**config.mk**
```make
export PLATFORM = sky130hd
export DESIGN_NAME = huffman_bitstream_decoder_top
export DESIGN_NICKNAME = d
export VERILOG_FILES = /design/src/hdl/hbd_pkg.sv /design/src/hdl/hbd_datapath.sv /design/src/hdl/hbd_ctrl.sv /design/src/hdl/huffman_bitstream_decoder_top.sv
export SDC_FILE = /design/constraint.sdc
export NUM_CORES = 2
export LEC_CHECK = 0
export ABC_AREA = 1
export BUFFER_PORTS_ARGS = -buffer_cell sky130_fd_sc_hd__clkbuf_2
export CORE_MARGIN = 2
export CORE_UTILIZATION = 45
export DETAILED_ROUTE_END_ITERATION = 10
export SLEW_MARGIN = 5
export SYNTH_ARGS = -nofsm -noshare
export SYNTH_HDL_FRONTEND = slang
export SYNTH_SLANG_ARGS = --single-unit
```
**constraint.sdc**
```tcl
create_clock -name i_clk -period 16 [get_ports i_clk]
set_clock_uncertainty 0.1 [all_clocks]
set_input_delay 2.4 -clock i_clk [delete_from_list [all_inputs] [get_ports i_clk]]
set_output_delay 2.4 -clock i_clk [all_outputs]
set_load 0.02 [all_outputs]
```
**src/hdl/hbd_pkg.sv**
```systemverilog
package hbd_pkg;

    // Field widths of the stream items.
    localparam int CODE_W    = 24;
    localparam int LEN_W     = 5;
    localparam int SYM_W     = 8;
    localparam int BYTE_W    = 8;
    localparam int CNT_W     = 4;

    // Longest code the table may hold; the accumulator width caps it.
    localparam int MAX_CODE_LEN = 24;
    localparam int USE_LEN      = (MAX_CODE_LEN < CODE_W) ? MAX_CODE_LEN : CODE_W;

    // Input request kinds.
    localparam logic MODE_LOAD = 1'b0;
    localparam logic MODE_DATA = 1'b1;

    // Configuration space: register index is paddr[2].
    localparam int   PADDR_W      = 3;
    localparam int   PDATA_W      = 32;
    localparam logic REG_PAD_BITS = 1'b0;

    typedef struct packed {
        logic              mode;
        logic [CODE_W-1:0] code_bits;
        logic [LEN_W-1:0]  code_length;
        logic [SYM_W-1:0]  symbol_value;
        logic [BYTE_W-1:0] data_byte;
        logic              final_byte;
    } t_hbd_in;

    typedef struct packed {
        logic [SYM_W-1:0] symbol_out;
        logic             code_overflow;
        logic             run_last;
    } t_hbd_out;

    // One stored code table entry.
    typedef struct packed {
        logic [LEN_W-1:0]  len;
        logic [CODE_W-1:0] bits;
        logic [SYM_W-1:0]  sym;
    } t_hbd_entry;

    // Commands from the controller to the datapath.
    typedef struct packed {
        logic capture;
        logic scan_start;
        logic tbl_write;
        logic shift;
        logic res_latch;
        logic res_push;
        logic acc_clear;
        logic flush;
    } t_hbd_cmd;

    // Status from the datapath to the controller.
    typedef struct packed {
        logic load_ok;
        logic scan_done;
        logic scan_hit;
        logic acc_full;
        logic table_full;
        logic out_free;
        logic pend_valid;
        logic bit_last;
        logic item_final;
    } t_hbd_stat;

endpackage

```
**src/hdl/hbd_datapath.sv**
```systemverilog
module hbd_datapath import hbd_pkg::*; #(
    parameter int ENTRIES = 64
) (
    input  logic             i_clk,
    input  logic             i_rst_n,
    input  t_hbd_cmd         i_cmd,
    output t_hbd_stat        o_stat,
    input  t_hbd_in          i_item,
    input  logic [2:0]       i_pad_bits,
    output logic             o_valid,
    output t_hbd_out         o_data,
    input  logic             i_stall
);

    localparam int AW = (ENTRIES > 1) ? $clog2(ENTRIES) : 1;
    localparam int FW = $clog2(ENTRIES + 1);

    // Captured request.
    logic              r_mode;
    logic              r_final;
    logic [BYTE_W-1:0] r_byte;
    logic [CNT_W-1:0]  r_left;
    logic [CODE_W-1:0] r_ld_bits;
    logic [LEN_W-1:0]  r_ld_len;
    logic [SYM_W-1:0]  r_ld_sym;

    // Code accumulator and table.
    logic [CODE_W-1:0] r_acc_bits;
    logic [LEN_W-1:0]  r_acc_len;
    logic [FW-1:0]     r_fill;
    t_hbd_entry        r_mem [ENTRIES];

    // Table scan engine.
    logic              r_scan_act;
    logic [FW-1:0]     r_scan_idx;
    logic              r_cmp_v;
    t_hbd_entry        r_rd;

    // Result staging: latched result, pending result, output register.
    logic [SYM_W-1:0]  r_res_sym;
    logic              r_res_ovf;
    logic              r_pend_v;
    logic [SYM_W-1:0]  r_pend_sym;
    logic              r_pend_ovf;
    logic              r_out_valid;
    t_hbd_out          r_out;

    logic [CODE_W-1:0] key_bits;
    logic [LEN_W-1:0]  key_len;
    logic [CODE_W-1:0] ld_mask;
    logic              issue;
    logic              hit;
    logic              done;
    logic              out_free;

    // Search key: the accumulator for data, the new code for a load.
    assign key_bits = (r_mode == MODE_DATA) ? r_acc_bits : r_ld_bits;
    assign key_len  = (r_mode == MODE_DATA) ? r_acc_len  : r_ld_len;
    assign ld_mask  = ~({CODE_W{1'b1}} << i_item.code_length);

    // One table entry is read per cycle and compared the cycle after.
    assign issue    = r_scan_act && (r_scan_idx < r_fill);
    assign hit      = r_scan_act && r_cmp_v && (r_rd.len == key_len) && (r_rd.bits == key_bits);
    assign done     = r_scan_act && (hit || (!r_cmp_v && !issue));
    assign out_free = !r_out_valid || !i_stall;

    always_comb begin
        o_stat.load_ok    = (r_ld_len != '0) && (r_ld_len <= LEN_W'(USE_LEN));
        o_stat.scan_done  = done;
        o_stat.scan_hit   = hit;
        o_stat.acc_full   = (r_acc_len >= LEN_W'(USE_LEN));
        o_stat.table_full = (r_fill == FW'(ENTRIES));
        o_stat.out_free   = out_free;
        o_stat.pend_valid = r_pend_v;
        o_stat.bit_last   = (r_left == '0);
        o_stat.item_final = r_final;
    end

    // Request capture.
    always_ff @(posedge i_clk) begin
        if (i_cmd.capture) begin
            r_mode    <= i_item.mode;
            r_final   <= i_item.final_byte;
            r_ld_bits <= i_item.code_bits & ld_mask;
            r_ld_len  <= i_item.code_length;
            r_ld_sym  <= i_item.symbol_value;
            r_byte    <= i_item.data_byte;
            r_left    <= i_item.final_byte ? (CNT_W'(BYTE_W) - CNT_W'(i_pad_bits))
                                           : CNT_W'(BYTE_W);
        end else if (i_cmd.shift) begin
            r_byte <= {r_byte[BYTE_W-2:0], 1'b0};
            r_left <= r_left - 1'b1;
        end
    end

    // Accumulator: a bit enters at the bottom, a result or end of stream clears it.
    always_ff @(posedge i_clk) begin
        if (!i_rst_n) begin
            r_acc_bits <= '0;
            r_acc_len  <= '0;
        end else if (i_cmd.res_push || i_cmd.acc_clear) begin
            r_acc_bits <= '0;
            r_acc_len  <= '0;
        end else if (i_cmd.shift) begin
            r_acc_bits <= {r_acc_bits[CODE_W-2:0], r_byte[BYTE_W-1]};
            r_acc_len  <= r_acc_len + 1'b1;
        end
    end

    // Table memory: written at the fill position, read by the scan.
    always_ff @(posedge i_clk) begin
        if (i_cmd.tbl_write) begin
            r_mem[r_fill[AW-1:0]] <= '{len: r_ld_len, bits: r_ld_bits, sym: r_ld_sym};
        end
        if (issue) begin
            r_rd <= r_mem[r_scan_idx[AW-1:0]];
        end
    end

    // Fill count marks which entries hold codes.
    always_ff @(posedge i_clk) begin
        if (!i_rst_n) begin
            r_fill <= '0;
        end else if (i_cmd.tbl_write) begin
            r_fill <= r_fill + 1'b1;
        end
    end

    // Scan sequencing.
    always_ff @(posedge i_clk) begin
        if (!i_rst_n) begin
            r_scan_act <= 1'b0;
            r_scan_idx <= '0;
            r_cmp_v    <= 1'b0;
        end else if (i_cmd.scan_start) begin
            r_scan_act <= 1'b1;
            r_scan_idx <= '0;
            r_cmp_v    <= 1'b0;
        end else if (done) begin
            r_scan_act <= 1'b0;
            r_cmp_v    <= 1'b0;
        end else begin
            r_cmp_v <= issue;
            if (issue) begin
                r_scan_idx <= r_scan_idx + 1'b1;
            end
        end
    end

    // Latch the outcome of a finished scan as a result.
    always_ff @(posedge i_clk) begin
        if (i_cmd.res_latch) begin
            r_res_sym <= hit ? r_rd.sym : '0;
            r_res_ovf <= !hit;
        end
    end

    // Pending result waits until it is known whether it is the last of its byte.
    always_ff @(posedge i_clk) begin
        if (!i_rst_n) begin
            r_pend_v <= 1'b0;
        end else if (i_cmd.res_push) begin
            r_pend_v   <= 1'b1;
            r_pend_sym <= r_res_sym;
            r_pend_ovf <= r_res_ovf;
        end else if (i_cmd.flush) begin
            r_pend_v <= 1'b0;
        end
    end

    // Output register: loaded from the pending result, emptied when the receiver takes it.
    always_ff @(posedge i_clk) begin
        if (!i_rst_n) begin
            r_out_valid <= 1'b0;
        end else if ((i_cmd.res_push && r_pend_v) || i_cmd.flush) begin
            r_out_valid <= 1'b1;
        end else if (r_out_valid && !i_stall) begin
            r_out_valid <= 1'b0;
        end
    end

    always_ff @(posedge i_clk) begin
        if ((i_cmd.res_push && r_pend_v) || i_cmd.flush) begin
            r_out.symbol_out    <= r_pend_sym;
            r_out.code_overflow <= r_pend_ovf;
            r_out.run_last      <= i_cmd.flush;
        end
    end

    assign o_valid = r_out_valid;
    assign o_data  = r_out;

endmodule

```
**src/hdl/hbd_ctrl.sv**
```systemverilog
module hbd_ctrl import hbd_pkg::*; (
    input  logic      i_clk,
    input  logic      i_rst_n,
    input  logic      i_valid,
    input  logic      i_mode,
    input  t_hbd_stat i_stat,
    output logic      o_busy,
    output t_hbd_cmd  o_cmd
);

    typedef enum logic [2:0] {
        S_IDLE,
        S_LOAD,
        S_LSCAN,
        S_SHIFT,
        S_DSCAN,
        S_RESULT,
        S_NEXT,
        S_FLUSH
    } t_state;

    t_state r_state;
    t_state n_state;

    // Next state and datapath commands.
    always_comb begin
        n_state = r_state;
        o_cmd   = '0;
        case (r_state)
            S_IDLE: begin
                if (i_valid) begin
                    o_cmd.capture = 1'b1;
                    n_state = (i_mode == MODE_DATA) ? S_SHIFT : S_LOAD;
                end
            end
            S_LOAD: begin
                if (i_stat.load_ok) begin
                    o_cmd.scan_start = 1'b1;
                    n_state = S_LSCAN;
                end else begin
                    n_state = S_IDLE;
                end
            end
            S_LSCAN: begin
                if (i_stat.scan_done) begin
                    o_cmd.tbl_write = !i_stat.scan_hit && !i_stat.table_full;
                    n_state = S_IDLE;
                end
            end
            S_SHIFT: begin
                o_cmd.shift      = 1'b1;
                o_cmd.scan_start = 1'b1;
                n_state = S_DSCAN;
            end
            S_DSCAN: begin
                if (i_stat.scan_done) begin
                    if (i_stat.scan_hit || i_stat.acc_full) begin
                        o_cmd.res_latch = 1'b1;
                        n_state = S_RESULT;
                    end else begin
                        n_state = S_NEXT;
                    end
                end
            end
            S_RESULT: begin
                if (!i_stat.pend_valid || i_stat.out_free) begin
                    o_cmd.res_push = 1'b1;
                    n_state = S_NEXT;
                end
            end
            S_NEXT: begin
                if (i_stat.bit_last) begin
                    o_cmd.acc_clear = i_stat.item_final;
                    n_state = S_FLUSH;
                end else begin
                    n_state = S_SHIFT;
                end
            end
            S_FLUSH: begin
                if (!i_stat.pend_valid) begin
                    n_state = S_IDLE;
                end else if (i_stat.out_free) begin
                    o_cmd.flush = 1'b1;
                    n_state = S_IDLE;
                end
            end
            default: begin
                n_state = S_IDLE;
            end
        endcase
    end

    // State register.
    always_ff @(posedge i_clk) begin
        if (!i_rst_n) begin
            r_state <= S_IDLE;
        end else begin
            r_state <= n_state;
        end
    end

    assign o_busy = (r_state != S_IDLE);

endmodule

```
**src/hdl/huffman_bitstream_decoder_top.sv**
```systemverilog
// Huffman decoder with a loadable code table of TABLE_ENTRIES entries. A request with mode 0
// adds a code (ignored when its length is zero or too long, when the code is already present,
// or when the table is full); a request with mode 1 decodes one byte, most significant bit
// first, and gives one result per completed code or per code that overran the maximum length,
// with run_last set on the final result of that byte. One request is worked on at a time.
// Each decoded bit searches the table through its single read port, one entry per cycle, and a
// load searches it the same way for a duplicate; stalls on the output hold up a bit that gives
// a result and the end of each byte. The table is empty after reset through its fill count, so
// no clearing pass is needed.
module huffman_bitstream_decoder_top import hbd_pkg::*; #(
    parameter int TABLE_ENTRIES = 64
) (
    input  logic               i_clk,
    input  logic               i_rst_n,
    input  logic               i_valid,
    output logic               o_stall,
    input  t_hbd_in            i_data,
    output logic               o_valid,
    input  logic               i_stall,
    output t_hbd_out           o_data,
    input  logic               psel,
    input  logic               penable,
    input  logic               pwrite,
    input  logic [PADDR_W-1:0] paddr,
    input  logic [PDATA_W-1:0] pwdata,
    output logic [PDATA_W-1:0] prdata,
    output logic               pready
);

    logic       pad_sel;
    logic [2:0] r_pad;
    t_hbd_cmd   cmd;
    t_hbd_stat  stat;
    logic       busy;

    // Padding register, written through the configuration port.
    always_ff @(posedge i_clk) begin
        if (!i_rst_n) begin
            r_pad <= '0;
        end else if (psel && penable && pwrite && (paddr[2] == REG_PAD_BITS)) begin
            r_pad <= pwdata[2:0];
        end
    end

    assign pad_sel = (paddr[2] == REG_PAD_BITS);
    assign prdata  = pad_sel ? {{(PDATA_W-3){1'b0}}, r_pad} : '0;
    assign pready  = 1'b1;
    assign o_stall = busy;

    hbd_ctrl u_ctrl (
        .i_clk   (i_clk),
        .i_rst_n (i_rst_n),
        .i_valid (i_valid),
        .i_mode  (i_data.mode),
        .i_stat  (stat),
        .o_busy  (busy),
        .o_cmd   (cmd)
    );

    hbd_datapath #(
        .ENTRIES (TABLE_ENTRIES)
    ) u_datapath (
        .i_clk      (i_clk),
        .i_rst_n    (i_rst_n),
        .i_cmd      (cmd),
        .o_stat     (stat),
        .i_item     (i_data),
        .i_pad_bits (r_pad),
        .o_valid    (o_valid),
        .o_data     (o_data),
        .i_stall    (i_stall)
    );

endmodule
```
==> key figures <==
Placement
  • Detailed placer's ending HPWL: between 100000 and 150000 um
  • # port buffers: 72
  • Gp weighted congestion: 0.8339
  • Area after detailed placement: 103200 um^2
  • Number of cells in the design after placement: 10187
  • Pre-CTS setup slack: around 10 ns

Global routing
  • Overall routing resource usage: 25.38%
  • Total grt overflow: 0
  • Number of global-route vias before repair: ~60000
  • Number of antenna violations at the first check in global routing: 11
  • Wire length of the first global-routing pass: ~420000 um
  • Largest net degree at the start of global routing: roughly 190

STA
  • Total count of hold-check failures in the final report: 0
  • Remaining max-slew budget at the tightest pin: 23.99%
  • Count of final max-slew check failures: 0
  • Final critical-path required period: 5.656 ns
  • Highest clock rate: roughly 180 MHz
  • Setup slack of the critical path after layout: 10.34 ns
  • # setup viols final: 0
  • Actual slew at the worst max-slew pin: about 1.1 ns
  • RSZ-0062 raised after global routing: no
  • Final clock period utilization by the worst path: 35.35%
  • Setup TNS: 0 ns
  • Fin Hold WS: 0.3172 ns

Floorplanning
  • Starting density of the core: 45.25%
  • Die extent in x: about 470 um
  • Die outline area: 224700 um^2
  • Die H: about 470 um
  • FP Rows: between 150 and 200
  • Core region area: between 200000 and 250000 um^2
  • Number of placed I/O pins: 134

Synth
  • Register bit total from synthesis: 2537
  • Mapped Area: 99420 um^2
  • Post-Synthesis Mean Instance Area: 13.25 um^2
  • Total number of yosys warnings: 0
  • Number of library cell types mapped by synthesis: 39
  • Share of synthesized area occupied by flip-flops and latches: 76.09%
  • Post-Syn Instances: 7506

Setup path
  • Critical path class: flop to flop
  • Critical-path cell list: buf_4, nand2_1, nand2_1, nand2_1, nand2_1, inv_1, nand2_1, nor2_1, nand2_1, nor2_1, nand2_1, buf_4, and3_1, nand2_8, nor2_4, nand2_2, nor2_4, buf_4
  • Worst Setup Start Kind: flop
  • Kind of end point of the critical path: flop
  • Worst Path Max Fanout: 33
  • Most frequent cell on the critical path: sky130_fd_sc_hd__nand2_1
  • Critical path startpoint: u_datapath.r_ld_bits[16]
  • FF-to-FF Start: u_datapath.r_ld_bits[16]
  • Delay contributed by the slowest stage of the critical path: around 1.1 ns
  • Slowest-stage cell, CP: sky130_fd_sc_hd__edfxtp_1
  • Data arrival time of the worst path: 6.09 ns
  • Worst path required time: 16.43 ns

Clock tree
  • Count of clock tree sinks: approximately 2500
  • CTS resizes: 0
  • Library cell used as clock root buffer: sky130_fd_sc_hd__clkbuf_16
  • Number of buffers on the longest clock path: 4
  • Skew-Pair Late Insertion Delay: 0.92 ns
  • Post-CTS Repair Setup Buffers: 0
  • Hold buffer count at CTS: 0
  • Clock tree from TritonCTS: built
  • Clock-pin transition on the worst setup and hold timing paths: 0.06 ns
  • Cts bufs inserted: 275
  • H-tree Lvls: 5

Pwr
  • Fraction of power spent switching nets: 22.03%
  • Pwr per Cell Area: 127.7 nW/um^2
  • Relative contribution of the clock network to total power: 40.9%
  • Switching power total: 3.130 mW
  • Power Internal: between 10 and 15 mW
  • Leakage power summed over all cells: 35.84 nW
  • Worst voltage drop across the vdd grid: 0.0001158 V
  • Sequential share of power: 54.1%
  • Total power consumption of the routed design: 14.21 mW
  • Relative contribution of combinational cells to total power: 5.0%

Routing
  • Remaining routing DRC violations: 0
  • Highest metal layer with signal wires: met5
  • Number of DRC markers after the initial detailed-route iteration: just over 9000
  • Routed WL: 290900 um
  • Routed length on met2: around 130000 um
  • Residual antenna-violating net count after detailed routing: 0
  • Routed length on met1: 118500 um
  • Routed length per placed instance: 27.32 um
  • Via total after detailed routing: between 60000 and 70000
  • Met3 Wirelength: 30450 um
  • First-pass iteration count of the detailed router: 8
  • Via/cell ratio: 6.055

Run
  • Max-cap violations: 0

Layout
  • Number of standard cells in the final layout excluding fillers: roughly 11000
  • Relative area change from synthesis to final layout: 11.87%
  • Post-Layout Inst Area: roughly 110000 um^2
  • Proportion of layout cells with a drive suffix above 1: under 10%
  • Number of nets in the layout: roughly 7600
  • Post-layout util: 50.62%

Worst hold path
  • Worst Hold Launch: u_datapath.r_res_sym[7]
  • Worst hold path type: flop to flop

Status
  • Status: complete, no violations
[logic make-up (layout without fill, tap and decap cells)]
family	Yosys count	in the layout	share of synthesized area [%]
AOI/OAI and AO/OA	2032	2032	11.79
xor gates and xnor gates	13	13	0.1145
adders and majority gates	13	13	0.1636
buffers and inverters	668	819	2.781
DFF	2537	2537	76.09
other	2	34	0.007554
and+or+nand+nor	2241	2241	9.045
[power by group through the flow]
| stage | logic (mW) | clock network, mW | registers (mW) |
|---|---|---|---|
| 2_1_floorplan | 0.209 | 0 | 7.98 |
| 3_3_place_gp | 0.665 | 0 | 7.82 |
| 3_5_place_dp | 0.689 | 0 | 7.82 |
| 4_1_cts | 0.690 | 5.89 | 7.68 |
| 5_1_grt | 0.767 | 6.13 | 7.68 |
| 6_report | 0.712 | 5.81 | 7.68 |
[sequential cells by signal, summed over array words and instances, names as in the netlist, 3 cells and up]
signal                 flops
r_pad                      3
u_ctrl.r_state             3
u_datapath.o_data         10
u_datapath.r_acc_bits     24
u_datapath.r_acc_len       5
u_datapath.r_byte          8
u_datapath.r_fill          7
u_datapath.r_ld_bits      24
u_datapath.r_ld_len        5
u_datapath.r_ld_sym        8
u_datapath.r_left          4
u_datapath.r_mem        2368
u_datapath.r_pend_sym      8
u_datapath.r_rd           37
u_datapath.r_res_sym       8
u_datapath.r_scan_idx      7
[area by class of cell]
cell class,count,area (um^2)
fill,18428,108500
timing repair buffer,246,1792
clock inverter,113,715.7
clock buffer,343,7286
tap,2958,3701
antenna,4,10.01
inverter,117,476.7
sequential,2537,75670
multi-input combinational,4329,21570
[cell usage after synthesis, drive strengths merged]
library cell / n / share of area (%)
a211oi: 2 / 0.015
a21boi: 2 / 0.015
a21oi: 127 / 0.64
a22o: 8 / 0.070
a31oi: 20 / 0.13
and3: 2 / 0.013
buf: 138 / 0.77
clkbuf: 413 / 1.6
clkinv: 7 / 0.028
conb: 2 / 0.0076
dfxtp: 53 / 1.1
edfxtp: 2484 / 75
ha: 13 / 0.16
inv: 110 / 0.42
nand2: 587 / 2.3
nand3: 263 / 1.3
nand3b: 11 / 0.083
nand4: 44 / 0.28
nor2: 1306 / 4.9
nor3: 21 / 0.11
nor3b: 2 / 0.015
nor4: 3 / 0.019
o211ai: 65 / 0.49
o21ai: 1214 / 6.1
o221ai: 233 / 2.1
o22ai: 360 / 2.3
o31ai: 1 / 0.0076
or2: 2 / 0.013
xnor2: 1 / 0.0088
xor2: 12 / 0.11
[routing by layer]
metal	vias up	track usage [%]
li1	27996	-
met1	32417	36.18
met2	3504	39.12
met3	551	4.841
met4	2	8.803
met5	-	0
[final timing paths]
kind	endpoint	slack [ns]	cells past startpoint
max	u_datapath.r_mem[21][13]	10.34	18
max reg2reg	u_datapath.r_mem[21][13]	10.34	18
min	u_datapath.r_pend_sym[7]	0.32	0
min reg2reg	u_datapath.r_pend_sym[7]	0.32	0
[cell usage in the layout, fill, tap and decap left out, types with 11 or more instances in the layout]
cell                        Yosys  layout
sky130_fd_sc_hd__o22ai_1      360     360
sky130_fd_sc_hd__clkinv_2       1      35
sky130_fd_sc_hd__nor2_4         2      53
sky130_fd_sc_hd__clkinv_1       6      67
sky130_fd_sc_hd__ha_1          13      13
sky130_fd_sc_hd__edfxtp_1    2484    2484
sky130_fd_sc_hd__inv_1        108     104
sky130_fd_sc_hd__nand4_1       44      44
sky130_fd_sc_hd__clkbuf_16      0     282
sky130_fd_sc_hd__buf_4         34     164
sky130_fd_sc_hd__dfxtp_1       53      49
sky130_fd_sc_hd__clkbuf_2       0      72
sky130_fd_sc_hd__xor2_1        12      12
sky130_fd_sc_hd__o211ai_1      65      65
sky130_fd_sc_hd__a31oi_1       20      20
sky130_fd_sc_hd__nand3b_1      11      11
sky130_fd_sc_hd__nand2_1      579     579
sky130_fd_sc_hd__o221ai_1     233     233
sky130_fd_sc_hd__a21oi_1      127     127
sky130_fd_sc_hd__nor2_1      1304    1253
sky130_fd_sc_hd__conb_1         2      30
sky130_fd_sc_hd__nand3_1      263     263
sky130_fd_sc_hd__nor3_2         0      17
sky130_fd_sc_hd__o21ai_0     1214    1214
sky130_fd_sc_hd__clkbuf_1     413      61
[worst max-delay path: cells and delay by family, from the launching register on]
kind | cells | cell delay (ns)
and+or+nand+nor | 14 | 2.50
DFF | 1 | 1.09
buffers and inverters | 4 | 1.48
(Power assumes the default switching activity.)
